$ cat config.mk
export PLATFORM = sky130hd
export DESIGN_NAME = gds_ctrl
export DESIGN_NICKNAME = d
export VERILOG_FILES = /design/src/rtl/gds_pkg.sv /design/src/rtl/gds_ctrl.sv
export SDC_FILE = /design/constraint.sdc
export NUM_CORES = 1
export LEC_CHECK = 0
export BUFFER_PORTS_ARGS = -buffer_cell sky130_fd_sc_hd__buf_2
export CAP_MARGIN = 40
export CORE_MARGIN = 2
export CORE_UTILIZATION = 53
export DETAILED_ROUTE_END_ITERATION = 8
export PLACE_DENSITY_LB_ADDON = 0.25
export SLEW_MARGIN = 25
export SYNTH_ARGS = -nofsm -noshare
export SYNTH_HDL_FRONTEND = slang
export SYNTH_SLANG_ARGS = --single-unit
$ cat constraint.sdc
create_clock -name clk -period 3.65 [get_ports clk]
set_input_delay 0.5475 -clock clk [delete_from_list [all_inputs] [get_ports clk]]
set_output_delay 0.5475 -clock clk [all_outputs]
set_load 0.01 [all_outputs]
$ cat src/rtl/gds_pkg.sv
// gds_pkg: shared types, constants and arithmetic helpers for the 3x downsample block
package gds_pkg;

	localparam int CHAN_W     = 16;
	localparam int DIV_SHIFT  = 4;
	localparam int SUM_W      = CHAN_W + DIV_SHIFT;
	localparam int MAX_OUT_W  = 1024;
	localparam int COL_W      = $clog2(MAX_OUT_W);
	localparam int DIM_W      = 11;
	localparam int CFG_IDX_W  = 2;
	localparam int ROUND_HALF = 1 << (DIV_SHIFT - 1);

	typedef logic [CHAN_W-1:0] chan_t;
	typedef logic [SUM_W-1:0]  sum_t;
	typedef logic [COL_W-1:0]  col_t;
	typedef logic [DIM_W-1:0]  dim_t;
	typedef logic [1:0]        phase_t;

	localparam phase_t PH_FIRST = 2'd0;
	localparam phase_t PH_MID   = 2'd1;
	localparam phase_t PH_LAST  = 2'd2;

	localparam dim_t RST_WIDTH  = 11'd640;
	localparam dim_t RST_HEIGHT = 11'd480;

	typedef enum logic [CFG_IDX_W-1:0] {
		REG_FILTER_ENABLE = 2'd0,
		REG_OUT_WIDTH     = 2'd1,
		REG_OUT_HEIGHT    = 2'd2
	} cfg_reg_t;

	typedef struct packed {
		chan_t pixel_r;
		chan_t pixel_g;
		chan_t pixel_b;
	} pix_t;

	typedef struct packed {
		chan_t out_r;
		chan_t out_g;
		chan_t out_b;
		logic  frame_last;
	} res_t;

	typedef struct packed {
		sum_t r;
		sum_t g;
		sum_t b;
	} sum3_t;

	// per-beat control handed from the counters to the datapath
	typedef struct packed {
		logic   bypass;
		phase_t phase_x;
		phase_t phase_y;
		col_t   col;
		logic   emit;
		logic   last;
	} ctl_t;

	// last valid index for a dimension register: zero reads as one, large values saturate
	function automatic col_t dim_last(dim_t v);
		col_t r;
		if (v == '0) begin
			r = '0;
		end else if (v > DIM_W'(MAX_OUT_W)) begin
			r = COL_W'(MAX_OUT_W - 1);
		end else begin
			r = COL_W'(v - 1'b1);
		end
		return r;
	endfunction

	// base plus value, value optionally doubled; wraps at the sum width
	function automatic sum_t acc_add(sum_t base, sum_t val, logic dbl);
		sum_t addend;
		addend = dbl ? {val[SUM_W-2:0], 1'b0} : val;
		return base + addend;
	endfunction

	// divide by 16, round half up
	function automatic chan_t round_sum(sum_t s);
		logic [SUM_W:0] t;
		t = {1'b0, s} + (SUM_W + 1)'(ROUND_HALF);
		return t[DIV_SHIFT +: CHAN_W];
	endfunction

endpackage

$ cat src/rtl/gds_ctrl.sv
// gds_ctrl: configuration registers and the raster / block position counters
module gds_ctrl (
	input  logic                                clk,
	input  logic                                arst_n,
	input  logic                                cfg_we,
	input  logic [gds_pkg::CFG_IDX_W-1:0]       cfg_idx,
	input  logic [gds_pkg::DIM_W-1:0]           cfg_wdata,
	input  logic                                accept,
	output gds_pkg::ctl_t                       nxt
);

	logic              filt_en_q;
	gds_pkg::dim_t     width_q;
	gds_pkg::dim_t     height_q;
	gds_pkg::col_t     col_q;
	gds_pkg::col_t     row_q;
	gds_pkg::phase_t   phx_q;
	gds_pkg::phase_t   phy_q;

	gds_pkg::col_t     col_d;
	gds_pkg::col_t     row_d;
	gds_pkg::phase_t   phx_d;
	gds_pkg::phase_t   phy_d;
	gds_pkg::col_t     w_last;
	gds_pkg::col_t     h_last;
	logic              col_end;
	logic              row_end;
	logic              cfg_hit;
	logic              blk_done;

	always_comb begin
		w_last   = gds_pkg::dim_last(width_q);
		h_last   = gds_pkg::dim_last(height_q);
		col_end  = col_q >= w_last;
		row_end  = row_q >= h_last;
		blk_done = (phx_q == gds_pkg::PH_LAST) && (phy_q == gds_pkg::PH_LAST);
	end

	always_comb begin
		unique case (gds_pkg::cfg_reg_t'(cfg_idx))
			gds_pkg::REG_FILTER_ENABLE,
			gds_pkg::REG_OUT_WIDTH,
			gds_pkg::REG_OUT_HEIGHT: cfg_hit = cfg_we;
			default:                 cfg_hit = 1'b0;
		endcase
	end

	always_comb begin
		nxt.bypass  = !filt_en_q;
		nxt.phase_x = phx_q;
		nxt.phase_y = phy_q;
		nxt.col     = col_q;
		nxt.emit    = !filt_en_q || blk_done;
		nxt.last    = (!filt_en_q || blk_done) && col_end && row_end;
	end

	always_comb begin
		col_d = col_q;
		row_d = row_q;
		phx_d = phx_q;
		phy_d = phy_q;
		if (!filt_en_q) begin
			phx_d = gds_pkg::PH_FIRST;
			phy_d = gds_pkg::PH_FIRST;
			if (col_end) begin
				col_d = '0;
				row_d = row_end ? '0 : row_q + 1'b1;
			end else begin
				col_d = col_q + 1'b1;
			end
		end else if (phx_q != gds_pkg::PH_LAST) begin
			phx_d = phx_q + 1'b1;
		end else begin
			phx_d = gds_pkg::PH_FIRST;
			if (col_end) begin
				col_d = '0;
				if (phy_q == gds_pkg::PH_LAST) begin
					phy_d = gds_pkg::PH_FIRST;
					row_d = row_end ? '0 : row_q + 1'b1;
				end else begin
					phy_d = phy_q + 1'b1;
				end
			end else begin
				col_d = col_q + 1'b1;
			end
		end
	end

	always_ff @(posedge clk or negedge arst_n) begin
		if (!arst_n) begin
			filt_en_q <= 1'b1;
			width_q   <= gds_pkg::RST_WIDTH;
			height_q  <= gds_pkg::RST_HEIGHT;
		end else if (cfg_we) begin
			unique case (gds_pkg::cfg_reg_t'(cfg_idx))
				gds_pkg::REG_FILTER_ENABLE: filt_en_q <= cfg_wdata[0];
				gds_pkg::REG_OUT_WIDTH:     width_q   <= cfg_wdata;
				gds_pkg::REG_OUT_HEIGHT:    height_q  <= cfg_wdata;
				default: ;
			endcase
		end
	end

	// any register write restarts the frame
	always_ff @(posedge clk or negedge arst_n) begin
		if (!arst_n) begin
			col_q <= '0;
			row_q <= '0;
			phx_q <= gds_pkg::PH_FIRST;
			phy_q <= gds_pkg::PH_FIRST;
		end else if (cfg_hit) begin
			col_q <= '0;
			row_q <= '0;
			phx_q <= gds_pkg::PH_FIRST;
			phy_q <= gds_pkg::PH_FIRST;
		end else if (accept) begin
			col_q <= col_d;
			row_q <= row_d;
			phx_q <= phx_d;
			phy_q <= phy_d;
		end
	end

endmodule

==> impl_summary.md <==
Critical path
The class of the most critical setup path is flip-flop to output port. The critical path capture point type is an output port. The startpoint type of the worst setup path is a flip-flop. The worst path buffer plus inverter count is 2. The arrival time at the worst endpoint is 3310 ps. Grouping stages by cell kind, the critical path spends the most delay in simple AND/OR/NAND/NOR gates. On the critical path, the stage with the largest delay is an instance of sky130_fd_sc_hd__or3b_4. In this run the worst path has a maximum fanout of 5. Walking the worst path, the cells encountered are or3_4, nor4_4, nand2b_1, or3b_4, nor2_2, buf_4, a21o_1, ha_1, or3b_1, o2111ai_2, a221oi_4, nor2_2, nor3_2, buf_2.

At the worst endpoint, the required time is 3100 ps. The most numerous cell type found on the critical path is sky130_fd_sc_hd__nor2_2. For this run, the slowest stage of the critical path takes 440 ps.

Global routing
For met1 alone, demand over resource in global routing was 0.307. The number of global-route vias before repair was 2,675. The first global-routing pass estimated 12.3 mm of wire. The global-route track usage on met2 is 0.420. The initial antenna violation count is 0. The busiest layer in global routing is met2. The largest net degree at the start of global routing is 21. In the global route stage, met3 resource usage came out at 0.0393. The overall global routing resource usage is 0.241. The aggregate global routing overflow is 0.

Power and ir drop
The part of the total power dissipated in the clock network is 0.270. Of the total power, the share spent switching nets is 0.319. For this design the ratio of total power to cell area is 376 nW/um^2. Summed over all cells, the static leakage comes to 1.80 nW. Across the VDD grid, the largest voltage drop is 0.299 mV. The share of total power dissipated in sequential elements is 0.443.

Of the total power, combinational logic draws 0.287. The analysis attributes to net switching a power of 0.474 mW. The post-route total power is 1.49 mW. The cell-internal power is 1.01 mW.

CTS
CTS saw 47 sinks. Clock-pin slew was measured on the worst setup and hold paths at 100 ps. The H-tree was split into 2 levels. The tree is rooted in a sky130_fd_sc_hd__clkbuf_8. The number of buffers created by CTS is 5. The clock tree buffer depth is 2. The clock network latency to the later pin of the worst-skew pair is 310 ps.

The TritonCTS clock tree is built. The number of hold buffers added after CTS is 0.

Run status
The run finished, with violations left. The final reports fail on negative setup slack.

Cells and area
Relative to the synthesized area, the layout overhead comes to 26.8%. The number of filler cells placed in the layout is 446. Once layout is complete, the utilization of the core stands at 0.705. Of the cells placed in the final design, the portion with a size suffix greater than 1 is 0.363.

The net count reported at finish is 434. The number of diodes is 0.

Synthesis
The number of distinct standard cells referenced by the synthesized netlist is 53. The share of the yosys chip area belonging to registers is 0.380. The gate count after technology mapping is 324.

The share of the synthesized area in the top cell type is 0.321. The flip-flop and latch count after synthesis is 47. The most used flip-flop cell after synthesis is sky130_fd_sc_hd__dfrtp_1. The number of warning messages in the yosys log is 0.

By count the netlist is led by sky130_fd_sc_hd__dfrtp_1, sky130_fd_sc_hd__nand2_1, sky130_fd_sc_hd__a21oi_1, sky130_fd_sc_hd__ha_1, sky130_fd_sc_hd__mux2_2. The cell area that synthesis handed to floorplanning was 3120 um^2. The average instance in the mapped netlist occupies 9.62 um^2. The number of nets in the synthesized netlist is 365. In the synthesized netlist the async set-or-reset flop fraction comes to 1.00. Sorting the synthesized cells by area gives the leading types as sky130_fd_sc_hd__dfrtp_1, sky130_fd_sc_hd__ha_1, sky130_fd_sc_hd__mux2_2. In the post-synthesis netlist, the cell with the most instances is sky130_fd_sc_hd__dfrtp_1.

The number of synthesized flops with an enable pin is 0. sky130_fd_sc_hd__dfrtp_1 takes more of the synthesized area than any other cell.

Timing
The count of final max-slew check failures is 0. Dividing the final minimum period by the clock period gives 1.06. The clock skew is 9.41 ps. Setup violations remaining at the end of the flow were counted as 9.

The highest clock frequency the design can meet is 0.259 GHz. The number of failing hold endpoints at the final stage was 0. Across all setup checks in the final design, the least slack found is -206 ps. The headroom to the max-slew limit is 0.597. Counting I/O delays and the setup requirement, the final critical path takes 3860 ps.

The transition at the pin with the smallest max-transition slack is 603 ps. Setup repair after global routing could not meet its margin everywhere.

Place
The congestion estimate from routability-driven global placement came to 0.820. The quantity of I/O buffers inserted on ports is 33. The placed wire-length estimate is 5.38 mm.

Hold path
The class of the tightest hold or removal check is input port to async pin.

Detailed routing
The average wire length per cell after detail routing is 15.9 um. The number of nets with antenna violations after detailed routing is 0. The number of DRC markers after the initial detailed-route iteration is 97. The total via count after detailed routing is 2,753. The detailed-routing iteration count for the pre-antenna-repair pass is 4. The detailed-route wire length is 7.42 mm.

The number of DRC violations after detailed routing is 0. The number of vias per cell is 5.91.

Floorplanning
The width of the die is 80.7 um. The number of rows in the core area is 27. The floorplan die height is 80.7 um. In this run the count of I/O pins placed on the die edge is 34. For this configuration, the core starts out at a cell density of 0.556. The floorplan step defined a core boundary enclosing 5610 um^2. The die covers 6510 um^2.

Job
Max-cap violations in this run came to 0.
## final cells by class
| type | instances | area [um^2] | share of cell area |
|---|---|---|---|
| clock buffer | 5 | 68.8 | 0.0174 |
| clock inverter | 3 | 47.5 | 0.0120 |
| inverter | 12 | 45.0 | 0.0114 |
| multi-input combinational | 255 | 2010 | 0.509 |
| sequential | 47 | 1180 | 0.300 |
| tap | 72 | 90.1 | 0.0228 |
| timing repair buffer | 72 | 505 | 0.128 |
## kinds of logic after synthesis
group / share of synthesized area
compound gates: 0.157
xor+xnor: 0.0506
fa+ha+maj: 0.0963
buf+inv: 0.0321
flops: 0.380
mux: 0.0827
simple gates: 0.201
## timing repair
item | CTS | global route
pin swaps | 14 | 6
setup endpoints to repair | 12 | 12
buffers inserted | 5 | 2
gates resized for setup | 28 | 2
cloned | 1 | 0
## routing by layer
metal / up-vias / part of all wire
met3: 8 / 0.028
met4: 0 / 0.011
met1: 1358 / 0.45
li1: 1335 / -
met5: - / 0
met2: 52 / 0.51
## power groups by stage
stage / combinational (mW) / clock [mW] / sequential [mW]
finish: 0.427 / 0.401 / 0.659
global route: 0.471 / 0.429 / 0.669
CTS: 0.418 / 0.409 / 0.656
detailed placement: 0.394 / 0 / 0.664
global placement: 0.377 / 0 / 0.662
floorplan: 0.260 / 0 / 0.655
## registers in the layout, indices dropped and copies added (netlist names)
name,count
col_q,10
filt_en_q,1
height_q,11
phx_q,2
phy_q,2
row_q,10
width_q,11
## worst paths after layout
| path | start | endpoint | slack, ps | depth (start not counted) |
|---|---|---|---|---|
| worst max-delay path | height_q[3] | nxt[0] | -210 | 14 |
| worst min-delay path | arst_n | row_q[3] | 100 | 1 |
| worst max register to register | height_q[3] | row_q[6] | -130 | 14 |
| worst min register to register | row_q[9] | row_q[9] | 540 | 1 |
| max in group asynchronous | arst_n | height_q[5] | 2900 | 3 |
| min in group clk | cfg_wdata[7] | width_q[7] | 480 | 2 |
## metrics by stage
step | TNS [ps] | setup WS [ps] | cells | hold slack, ps | cell area (um^2)
after floorplan | -0.128 | -0.128 | 324 | 252 | 3170
after CTS | -1070 | -186 | 464 | 105 | 3930
after global routing | -3550 | -421 | 466 | 110 | 3950
after global placement | 0 | 40.9 | 448 | 507 | 3580
after detailed placement | -286 | -125 | 450 | 436 | 3640
final | -868 | -206 | 466 | 103 | 3950
## placed cells by master (no fill, tap or decap), drive strengths merged, types with 4 or more instances in the layout
| master | count |
|---|---|
| a21boi | 4 |
| o21ai | 16 |
| nor3 | 15 |
| dfrtp | 40 |
| xnor2 | 9 |
| nand3 | 10 |
| buf | 72 |
| o211ai | 6 |
| ha | 24 |
| nor3b | 6 |
| clkbuf | 5 |
| a21oi | 24 |
| inv | 13 |
| mux2 | 22 |
| dfstp | 7 |
| o31ai | 5 |
| nor2 | 21 |
| nand2 | 28 |
| xor2 | 9 |
| nand2b | 9 |
Note: power is estimated with default switching activity, not from simulation.
