`config.mk`:
```
export PLATFORM = sky130hd
export DESIGN_NAME = gds_datapath
export DESIGN_NICKNAME = d
export VERILOG_FILES = /design/src/rtl/gds_pkg.sv /design/src/rtl/gds_datapath.sv
export SDC_FILE = /design/constraint.sdc
export NUM_CORES = 1
export LEC_CHECK = 0
export BUFFER_PORTS_ARGS = -buffer_cell sky130_fd_sc_hd__buf_2
export CAP_MARGIN = 40
export CORE_MARGIN = 5
export CORE_UTILIZATION = 50
export CTS_CLUSTER_DIAMETER = 40
export DETAILED_ROUTE_END_ITERATION = 10
export GPL_TIMING_DRIVEN = 0
export HOLD_SLACK_MARGIN = 0.1
export PLACE_DENSITY = 0.76
export SKIP_LAST_GASP = 1
export SYNTH_ARGS = -nofsm -noshare
export SYNTH_HDL_FRONTEND = slang
export SYNTH_SLANG_ARGS = --single-unit
```
`constraint.sdc`:
```
create_clock -name clk -period 7.15 [get_ports clk]
set_input_delay 0.715 -clock clk [delete_from_list [all_inputs] [get_ports clk]]
set_output_delay 0.715 -clock clk [all_outputs]
set_load 0.02 [all_outputs]
```
`src/rtl/gds_pkg.sv`:
```
// gds_pkg: shared types, constants and arithmetic helpers for the 3x downsample block
package gds_pkg;

	localparam int CHAN_W     = 16;
	localparam int DIV_SHIFT  = 4;
	localparam int SUM_W      = CHAN_W + DIV_SHIFT;
	localparam int MAX_OUT_W  = 1024;
	localparam int COL_W      = $clog2(MAX_OUT_W);
	localparam int DIM_W      = 11;
	localparam int CFG_IDX_W  = 2;
	localparam int ROUND_HALF = 1 << (DIV_SHIFT - 1);

	typedef logic [CHAN_W-1:0] chan_t;
	typedef logic [SUM_W-1:0]  sum_t;
	typedef logic [COL_W-1:0]  col_t;
	typedef logic [DIM_W-1:0]  dim_t;
	typedef logic [1:0]        phase_t;

	localparam phase_t PH_FIRST = 2'd0;
	localparam phase_t PH_MID   = 2'd1;
	localparam phase_t PH_LAST  = 2'd2;

	localparam dim_t RST_WIDTH  = 11'd640;
	localparam dim_t RST_HEIGHT = 11'd480;

	typedef enum logic [CFG_IDX_W-1:0] {
		REG_FILTER_ENABLE = 2'd0,
		REG_OUT_WIDTH     = 2'd1,
		REG_OUT_HEIGHT    = 2'd2
	} cfg_reg_t;

	typedef struct packed {
		chan_t pixel_r;
		chan_t pixel_g;
		chan_t pixel_b;
	} pix_t;

	typedef struct packed {
		chan_t out_r;
		chan_t out_g;
		chan_t out_b;
		logic  frame_last;
	} res_t;

	typedef struct packed {
		sum_t r;
		sum_t g;
		sum_t b;
	} sum3_t;

	// per-beat control handed from the counters to the datapath
	typedef struct packed {
		logic   bypass;
		phase_t phase_x;
		phase_t phase_y;
		col_t   col;
		logic   emit;
		logic   last;
	} ctl_t;

	// last valid index for a dimension register: zero reads as one, large values saturate
	function automatic col_t dim_last(dim_t v);
		col_t r;
		if (v == '0) begin
			r = '0;
		end else if (v > DIM_W'(MAX_OUT_W)) begin
			r = COL_W'(MAX_OUT_W - 1);
		end else begin
			r = COL_W'(v - 1'b1);
		end
		return r;
	endfunction

	// base plus value, value optionally doubled; wraps at the sum width
	function automatic sum_t acc_add(sum_t base, sum_t val, logic dbl);
		sum_t addend;
		addend = dbl ? {val[SUM_W-2:0], 1'b0} : val;
		return base + addend;
	endfunction

	// divide by 16, round half up
	function automatic chan_t round_sum(sum_t s);
		logic [SUM_W:0] t;
		t = {1'b0, s} + (SUM_W + 1)'(ROUND_HALF);
		return t[DIV_SHIFT +: CHAN_W];
	endfunction

endpackage

```
`src/rtl/gds_datapath.sv`:
```
// gds_datapath: input stage, weighted block accumulation and result register
module gds_datapath (
	input  logic                   clk,
	input  logic                   arst_n,
	input  logic                   in_valid,
	input  gds_pkg::pix_t          in_data,
	input  gds_pkg::ctl_t          in_ctl,
	output logic                   in_ready,
	input  gds_pkg::sum3_t         col_rd,
	output logic                   wr_en,
	output gds_pkg::col_t          wr_addr,
	output gds_pkg::sum3_t         wr_data,
	output logic                   res_valid,
	input  logic                   res_ready,
	output gds_pkg::res_t          res_data
);

	logic            vld_s1;
	gds_pkg::pix_t   px_s1;
	gds_pkg::ctl_t   ctl_s1;
	gds_pkg::sum3_t  row_acc_q;
	gds_pkg::res_t   res_q;
	logic            res_valid_q;

	logic            adv;
	gds_pkg::sum3_t  row_base;
	gds_pkg::sum3_t  row_sum;
	gds_pkg::sum3_t  col_base;
	gds_pkg::sum3_t  col_sum;
	gds_pkg::res_t   res_d;
	logic            x_dbl;
	logic            y_dbl;

	// non-emitting beats leave the input stage regardless of the output side
	assign adv      = vld_s1 && (!ctl_s1.emit || !res_valid_q || res_ready);
	assign in_ready = !vld_s1 || adv;

	always_comb begin
		x_dbl    = ctl_s1.phase_x == gds_pkg::PH_MID;
		y_dbl    = ctl_s1.phase_y == gds_pkg::PH_MID;
		row_base = (ctl_s1.phase_x == gds_pkg::PH_FIRST) ? '0 : row_acc_q;
		col_base = (ctl_s1.phase_y == gds_pkg::PH_FIRST) ? '0 : col_rd;

		row_sum.r = gds_pkg::acc_add(row_base.r, gds_pkg::SUM_W'(px_s1.pixel_r), x_dbl);
		row_sum.g = gds_pkg::acc_add(row_base.g, gds_pkg::SUM_W'(px_s1.pixel_g), x_dbl);
		row_sum.b = gds_pkg::acc_add(row_base.b, gds_pkg::SUM_W'(px_s1.pixel_b), x_dbl);

		col_sum.r = gds_pkg::acc_add(col_base.r, row_sum.r, y_dbl);
		col_sum.g = gds_pkg::acc_add(col_base.g, row_sum.g, y_dbl);
		col_sum.b = gds_pkg::acc_add(col_base.b, row_sum.b, y_dbl);

		if (ctl_s1.bypass) begin
			res_d.out_r = px_s1.pixel_r;
			res_d.out_g = px_s1.pixel_g;
			res_d.out_b = px_s1.pixel_b;
		end else begin
			res_d.out_r = gds_pkg::round_sum(col_sum.r);
			res_d.out_g = gds_pkg::round_sum(col_sum.g);
			res_d.out_b = gds_pkg::round_sum(col_sum.b);
		end
		res_d.frame_last = ctl_s1.last;
	end

	// block row complete: fold into the column entry
	assign wr_en   = adv && !ctl_s1.bypass && (ctl_s1.phase_x == gds_pkg::PH_LAST);
	assign wr_addr = ctl_s1.col;
	assign wr_data = col_sum;

	always_ff @(posedge clk or negedge arst_n) begin
		if (!arst_n) begin
			vld_s1      <= 1'b0;
			res_valid_q <= 1'b0;
		end else begin
			if (in_ready) begin
				vld_s1 <= in_valid;
			end
			if (adv && ctl_s1.emit) begin
				res_valid_q <= 1'b1;
			end else if (res_ready) begin
				res_valid_q <= 1'b0;
			end
		end
	end

	always_ff @(posedge clk) begin
		if (in_valid && in_ready) begin
			px_s1  <= in_data;
			ctl_s1 <= in_ctl;
		end
		if (adv && !ctl_s1.bypass) begin
			row_acc_q <= row_sum;
		end
		if (adv && ctl_s1.emit) begin
			res_q <= res_d;
		end
	end

	assign res_valid = res_valid_q;
	assign res_data  = res_q;

endmodule

```
==> results.md, run 1 <==
- Multi-input logic area: 8787 um^2
- Seq cells post-synth: 176
- Sw frac: 0.4469
- Clk_lat worst skew: 460 ps
- # DRC: 0
- Min-delay worst type: register to register
- Fin nets: 2064
- Flop-to-flop setup slack: 830 ps
- Final HPWL DP: 32950 um
- CP required: 6430 ps
- Placer congestion estimate: 0.9266
- Clock power frac: 0.178
- Fillers: 2493
- Yosys warnings: 0
- Seq/Total Area, Yosys: 0.3655
- Final Total Pwr: 5.836 mW
- CP Class: register to output pin
- Core footprint: 28630 um^2
- WL final: 42990 um
- R2r startpoint: ctl_s1[14]$_DFFE_PP_
- Clk_skew: 11.54 ps
- Clk root buf: clkbuf_16
- Synth cell count leaders: nand2_1, edfxtp_1, ha_1
- Vias: 12777
- Leak Pwr: 7.279 nW
- Die Span X: 179.9 um
- CTS clk-pin slew, worst paths: 70 ps
- Count leader, synth: nand2_1
- Top cell type's share of synthesized area: 0.3620
- Tmin final: 6920 ps
- Post-synth EDFFs: 174
- Max Transition Viols Final: 0
- Vias in the first global route: 12783
- Share of layout cells above drive strength 1: 0.2250
- Async set or reset register ratio after synthesis: 0.01136
- Gate power share: 0.589
- Final period util: 0.9678
- Initial Util: 0.5042
- H-Tree Depth: 4
- Area occupied by registers: 5275 um^2
- R2R depth: 25
- I/O pin count: 251
- Sw Pwr: 2.608 mW
- IO buf count: 250
- Num Clock Sinks: 176
- Syn_area_per_cell: 9.373 um^2
- Reg power frac: 0.233
- Most used flip-flop cell after synthesis: edfxtp_1
- Synth top area cells: edfxtp_1, ha_1, xnor2_1
- CTS tree: done
- DRT iter0 DRCs: 1027
- Wirelength per Cell: 19.44 um
- Hold Crit Depth: 0
- Count of cell types in the netlist: 82
- Pre-Repair DR Iteration Count: 6
- Area Overhead vs Synth: 18.54%
- CP max FO: 10
- Tot GR Track Use: 0.2595
- Mapped Area: 14430 um^2
- Final hold viol count: 0
- Syn nets: 1789
- Post-DP Area: 16240 um^2
- RR Endpoint: res_data[16]$_DFFE_PP_
- Die area: 32370 um^2
- DRT antenna net count: 0
- Cells after Synth: 1540
- RSZ-0062 raised after global routing: yes
- Die Span Y: 179.9 um
- Maximum number of pins on one net before global-route repair: 62
- Pwr dens: 341.1 nW/um^2
- Int Power: 3.228 mW
- Status: completed
- CP Capture Type: output pin
- Clock Path Buffers: 2
- F_max: 144.5 MHz
- CP arrival: 6200 ps
- Startpoint Class: register
- Number of antenna diodes: 0
- Final instance area: 17110 um^2
- Global-route wire length before repair: 67810 um
- Core Rows: 62
- Slew HR: 0.3817
- Clock buffer count from CTS: 17
- Setup violators final: 0
- Worst Max-Slew Pin Slew: 927.4 ps
- Worst vdd ir: 215.5 uV
- Vias/cell: 5.779
- Max Cap Viol: 0
- WHS Endpoint: res_data[0]$_DFFE_PP_
- Hold path start: ctl_s1[0]$_DFFE_PP_
- Antenna violations before repair: 1
- Gr ovfl total: 0
- Area leader, netlist: edfxtp_1
kinds of logic (layout without fill, tap and decap cells):
group | after synthesis | in the layout | synth area share
AO/OA/AOI/OAI | 389 | 389 | 0.1774
multiplexers | 56 | 56 | 0.04300
AND/OR/NAND/NOR | 531 | 531 | 0.1871
XOR/XNOR | 131 | 131 | 0.08157
flip-flops | 176 | 176 | 0.3655
adder cells (fa/ha/maj) | 120 | 120 | 0.1071
buffers and inverters | 137 | 424 | 0.03831
cells in the final DEF (no fill, tap or decap), drive strengths merged, types with 15 or more instances in the layout:
master	n
buf	275
nand2	186
edfxtp	174
o21ai	136
ha	114
a21oi	91
xnor2	80
nor2b	74
inv	74
and2	70
clkbuf	63
nor2	62
xor2	49
mux2	48
nand3	43
a21o	42
a211oi	19
and3	17
nor3	16
nand2b	15
stage by stage:
| step | setup WS, ps | hold slack [ps] | utilization | cells | TNS, ps |
|---|---|---|---|---|---|
| 6_report | 230.2 | 421.5 | 0.5977 | 2211 | 0 |
| 3_5_place_dp | -258.9 | 406.5 | 0.5673 | 2177 | -704.2 |
| 5_1_grt | -36.52 | 415.4 | 0.5977 | 2211 | -55.93 |
| 2_1_floorplan | 982.1 | 400.3 | - | 1540 | 0 |
| 4_1_cts | -22.67 | 412.6 | 0.5925 | 2210 | -22.67 |
| 3_3_place_gp | -136.4 | 401.5 | 0.5647 | 2174 | -218.0 |
repair_timing:
action                     CTS  global route
hold buffers                 1             0
setup endpoints to repair   12             8
buffers inserted             1             5
gates resized for setup     26            41
hold endpoints to repair     2             0
pin swaps                    2             9
layout make-up:
type,instances,area share
timing repair buffer,260,0.08007
buffer,60,0.01755
sequential,176,0.3083
inverter,73,0.01601
clock inverter,12,0.01112
tap,384,0.02808
multi-input combinational,1227,0.5136
clock buffer,19,0.02530
state kept, by name, indices dropped and copies added, names as in the netlist:
register and count:
res_valid 1, wr_addr 10, res_data 49, px_s1 48
ctl_s1 7, row_acc_q 60, vld_s1 1
power by group through the flow:
stage	clock network (mW)	logic (mW)	registers, mW
2_1_floorplan	0	2.39	1.42
3_3_place_gp	0	3.23	1.39
3_5_place_dp	0	3.30	1.38
4_1_cts	1.05	3.35	1.36
5_1_grt	1.10	3.75	1.37
6_report	1.04	3.44	1.36
layer usage:
| metal | wire length (um) | share of wire | up-vias | global-route usage |
|---|---|---|---|---|
| met4 | 1136 | 0.026 | 2 | 0.08778 |
| met5 | 13 | 0.00030 | - | 0 |
| met1 | 18760 | 0.44 | 6063 | 0.3371 |
| met3 | 2573 | 0.060 | 78 | 0.04588 |
| li1 | - | - | 6148 | - |
| met2 | 20500 | 0.48 | 486 | 0.4396 |
worst max path at each step:
stage / from / endpoint / slack [ps] / cells past startpoint
after floorplan: ctl_s1[15]$_DFFE_PP_ / wr_data[18] / 980 / 22
after global placement: ctl_s1[15]$_DFFE_PP_ / wr_data[59] / -140 / 27
after detailed placement: ctl_s1[15]$_DFFE_PP_ / wr_data[18] / -260 / 23
after CTS: ctl_s1[14]$_DFFE_PP_ / wr_data[18] / -20 / 24
after global routing: ctl_s1[14]$_DFFE_PP_ / wr_data[39] / -40 / 24
final: ctl_s1[15]$_DFFE_PP_ / wr_data[59] / 230 / 25
critical path, cell delays in order (launching register included):
cell	delay (ps)
edfxtp_1	420
nor2b_1	130
clkbuf_4	200
buf_4	210
mux2_2	350
ha_1	350
nor2b_1	160
o211ai_1	290
a21o_1	210
a21o_1	140
nand2b_1	60
a21o_1	220
a21o_1	220
a21o_1	210
xnor2_2	220
o21ai_1	100
ha_1	230
or3_1	360
a211oi_2	170
a21oi_1	100
and3_1	240
a311oi_4	380
a211oi_1	80
o31a_1	130
or3_4	340
buf_2	180
No activity file was read; power rests on OpenSTA's default activity.
==> inputs of run 2 (changes only) <==
Settings changed: MAX_ROUTING_LAYER set to met4.
==> results.md, run 2 (same netlist as run 1, synthesis figures left out) <==
- Status: completed
- Startpoint Class: register
- Vias: 12791
- Die area: 32370 um^2
- R2r startpoint: ctl_s1[14]$_DFFE_PP_
- # DRC: 0
- Worst vdd ir: 220.3 uV
- Initial Util: 0.5042
- Worst Max-Slew Pin Slew: 930.4 ps
- Maximum number of pins on one net before global-route repair: 51
- DRT antenna net count: 0
- Sw frac: 0.4507
- Int Power: 3.169 mW
- Gate power share: 0.596
- Placer congestion estimate: 0.9471
- Tot GR Track Use: 0.2637
- CP Capture Type: output pin
- Tmin final: 6945 ps
- Crit path launch: ctl_s1[14]$_DFFE_PP_
- CTS clk-pin slew, worst paths: 80 ps
- DRT iter0 DRCs: 963
- CP Class: register to output pin
- Die Span Y: 179.9 um
- Vias/cell: 5.770
- Post-route insts no fill: 2217
- Multi-input logic area: 8780 um^2
- Clock power frac: 0.168
- Reg power frac: 0.236
- Slew HR: 0.3798
- Antenna violations before repair: 0
- WL final: 43190 um
- Global-route wire length before repair: 67080 um
- Core Util, Final: 0.5981
- H-Tree Depth: 4
- Vias in the first global route: 12659
- Sw Pwr: 2.600 mW
- Final period util: 0.9713
- CP peak stage delay: 430 ps
- Max Cap Viol: 0
- R2R depth: 26
- F_max: 144.0 MHz
- Core Rows: 62
- I/O pin count: 251
- Crit path max-delay cell type: edfxtp_1
- Top reg by flops: row_acc_q
- Most frequent CP cell: a21o_1
- Gr ovfl total: 0
- Num Clock Sinks: 176
- Clk_skew: 14.13 ps
- Final hold viol count: 0
- Pwr dens: 337.0 nW/um^2
- Final HPWL DP: 33060 um
- Hold path start: in_data[5]
- Area Overhead vs Synth: 18.62%
- Clk_lat worst skew: 450 ps
- Fillers: 2476
- Flop-to-flop setup slack: 830 ps
- Placed cells: 2178
- Clk root buf: clkbuf_16
- Leak Pwr: 7.285 nW
- Number of antenna diodes: 0
- IO buf count: 250
- Die Span X: 179.9 um
- Pre-Repair DR Iteration Count: 8
- Core footprint: 28630 um^2
- Clock buffer count from CTS: 17
- CTS tree: done
- Fin nets: 2069
- Wirelength per Cell: 19.48 um
- CP max FO: 10
- Crit path to: wr_data[59]
- Setup violators final: 0
- Commonest cells after routing, fill and taps aside: buf_2, nand2_1, edfxtp_1
- Area occupied by registers: 5275 um^2
- Min-delay worst type: primary input to register
- Commonest non-fill, non-tap cell in the layout: buf_2
- Clock Path Buffers: 2
- Share of layout cells above drive strength 1: 0.2259
- CP arrival: 6230 ps
- Number of flip-flops under the largest register name: 60
- CP required: 6430 ps
- RR Endpoint: res_data[32]$_DFFE_PP_
- Max Transition Viols Final: 0
- RSZ-0062 raised after global routing: yes
==> run 2: timing repair <==
| action | 4_1_cts | 5_1_grt |
|---|---|---|
| setup endpoints to repair | 11 | 7 |
| hold buffers | 1 | 0 |
| buffers inserted | 1 | 9 |
| pin swaps | 1 | 10 |
| endpoints found under the hold margin | 2 | 0 |
| resized for setup | 26 | 36 |
==> run 2: cell type report <==
| class | instances | area share |
|---|---|---|
| Buffer | 60 | 0.01776 |
| Clock buffer | 23 | 0.02616 |
| Clock inverter | 9 | 0.007892 |
| Inverter | 73 | 0.01600 |
| Multi-Input combinational cell | 1227 | 0.5128 |
| Sequential cell | 176 | 0.3081 |
| Tap cell | 384 | 0.02806 |
| Timing Repair Buffer | 265 | 0.08324 |
==> run 2: routing by layer <==
metal / share of wire / routed length [um] / track usage / up-vias
met5: 0 / 0 / - / -
met3: 0.065 / 2820 / 0.03597 / 70
met2: 0.48 / 20550 / 0.4411 / 505
met4: 0.026 / 1106 / 0.07467 / 0
li1: - / - / - / 6138
met1: 0.43 / 18720 / 0.3375 / 6078
==> run 2: power by group through the flow <==
stage | Combinational (mW) | Clock (mW) | Sequential [mW]
3_3_place_gp | 3.23 | 0 | 1.39
6_report | 3.44 | 0.969 | 1.36
5_1_grt | 3.75 | 1.03 | 1.37
4_1_cts | 3.34 | 0.983 | 1.36
3_5_place_dp | 3.29 | 0 | 1.38
2_1_floorplan | 2.39 | 0 | 1.42
==> run 2: worst min path at each step <==
stage | slack [ps] | end | depth (start not counted)
final | 430 | px_s1[5]$_DFFE_PP_ | 1
after global routing | 410 | px_s1[4]$_DFFE_PP_ | 1
after CTS | 410 | px_s1[1]$_DFFE_PP_ | 1
after detailed placement | 420 | res_data[0]$_DFFE_PP_ | 0
after global placement | 400 | res_data[0]$_DFFE_PP_ | 0
after floorplan | 400 | res_data[0]$_DFFE_PP_ | 0
==> run 2: metrics by stage <==
step / hold slack [ps] / cell area, um^2 / power [mW] / TNS (ps) / worst slack (ps)
floorplan: 400.3 / 14430 / 3.815 / 0 / 982.1
global placement: 401.7 / 16170 / 4.621 / -280.2 / -189.4
detailed placement: 418.5 / 16270 / 4.675 / -600.9 / -221.4
CTS: 409.8 / 16950 / 5.687 / 0 / 7.237
global route: 411.5 / 17120 / 6.149 / -149.5 / -86.10
finish: 431.4 / 17120 / 5.769 / 0 / 205.3
==> run 2: critical path: cells and delay by family, from the launching register on <==
family                     cells  cell delay, ps
AOI/OAI and AO/OA             12            2300
and+or+nand+nor                7            1550
adders and majority gates      3             660
buffers and inverters          4             630
DFF                            1             430
xor gates and xnor gates       1             190
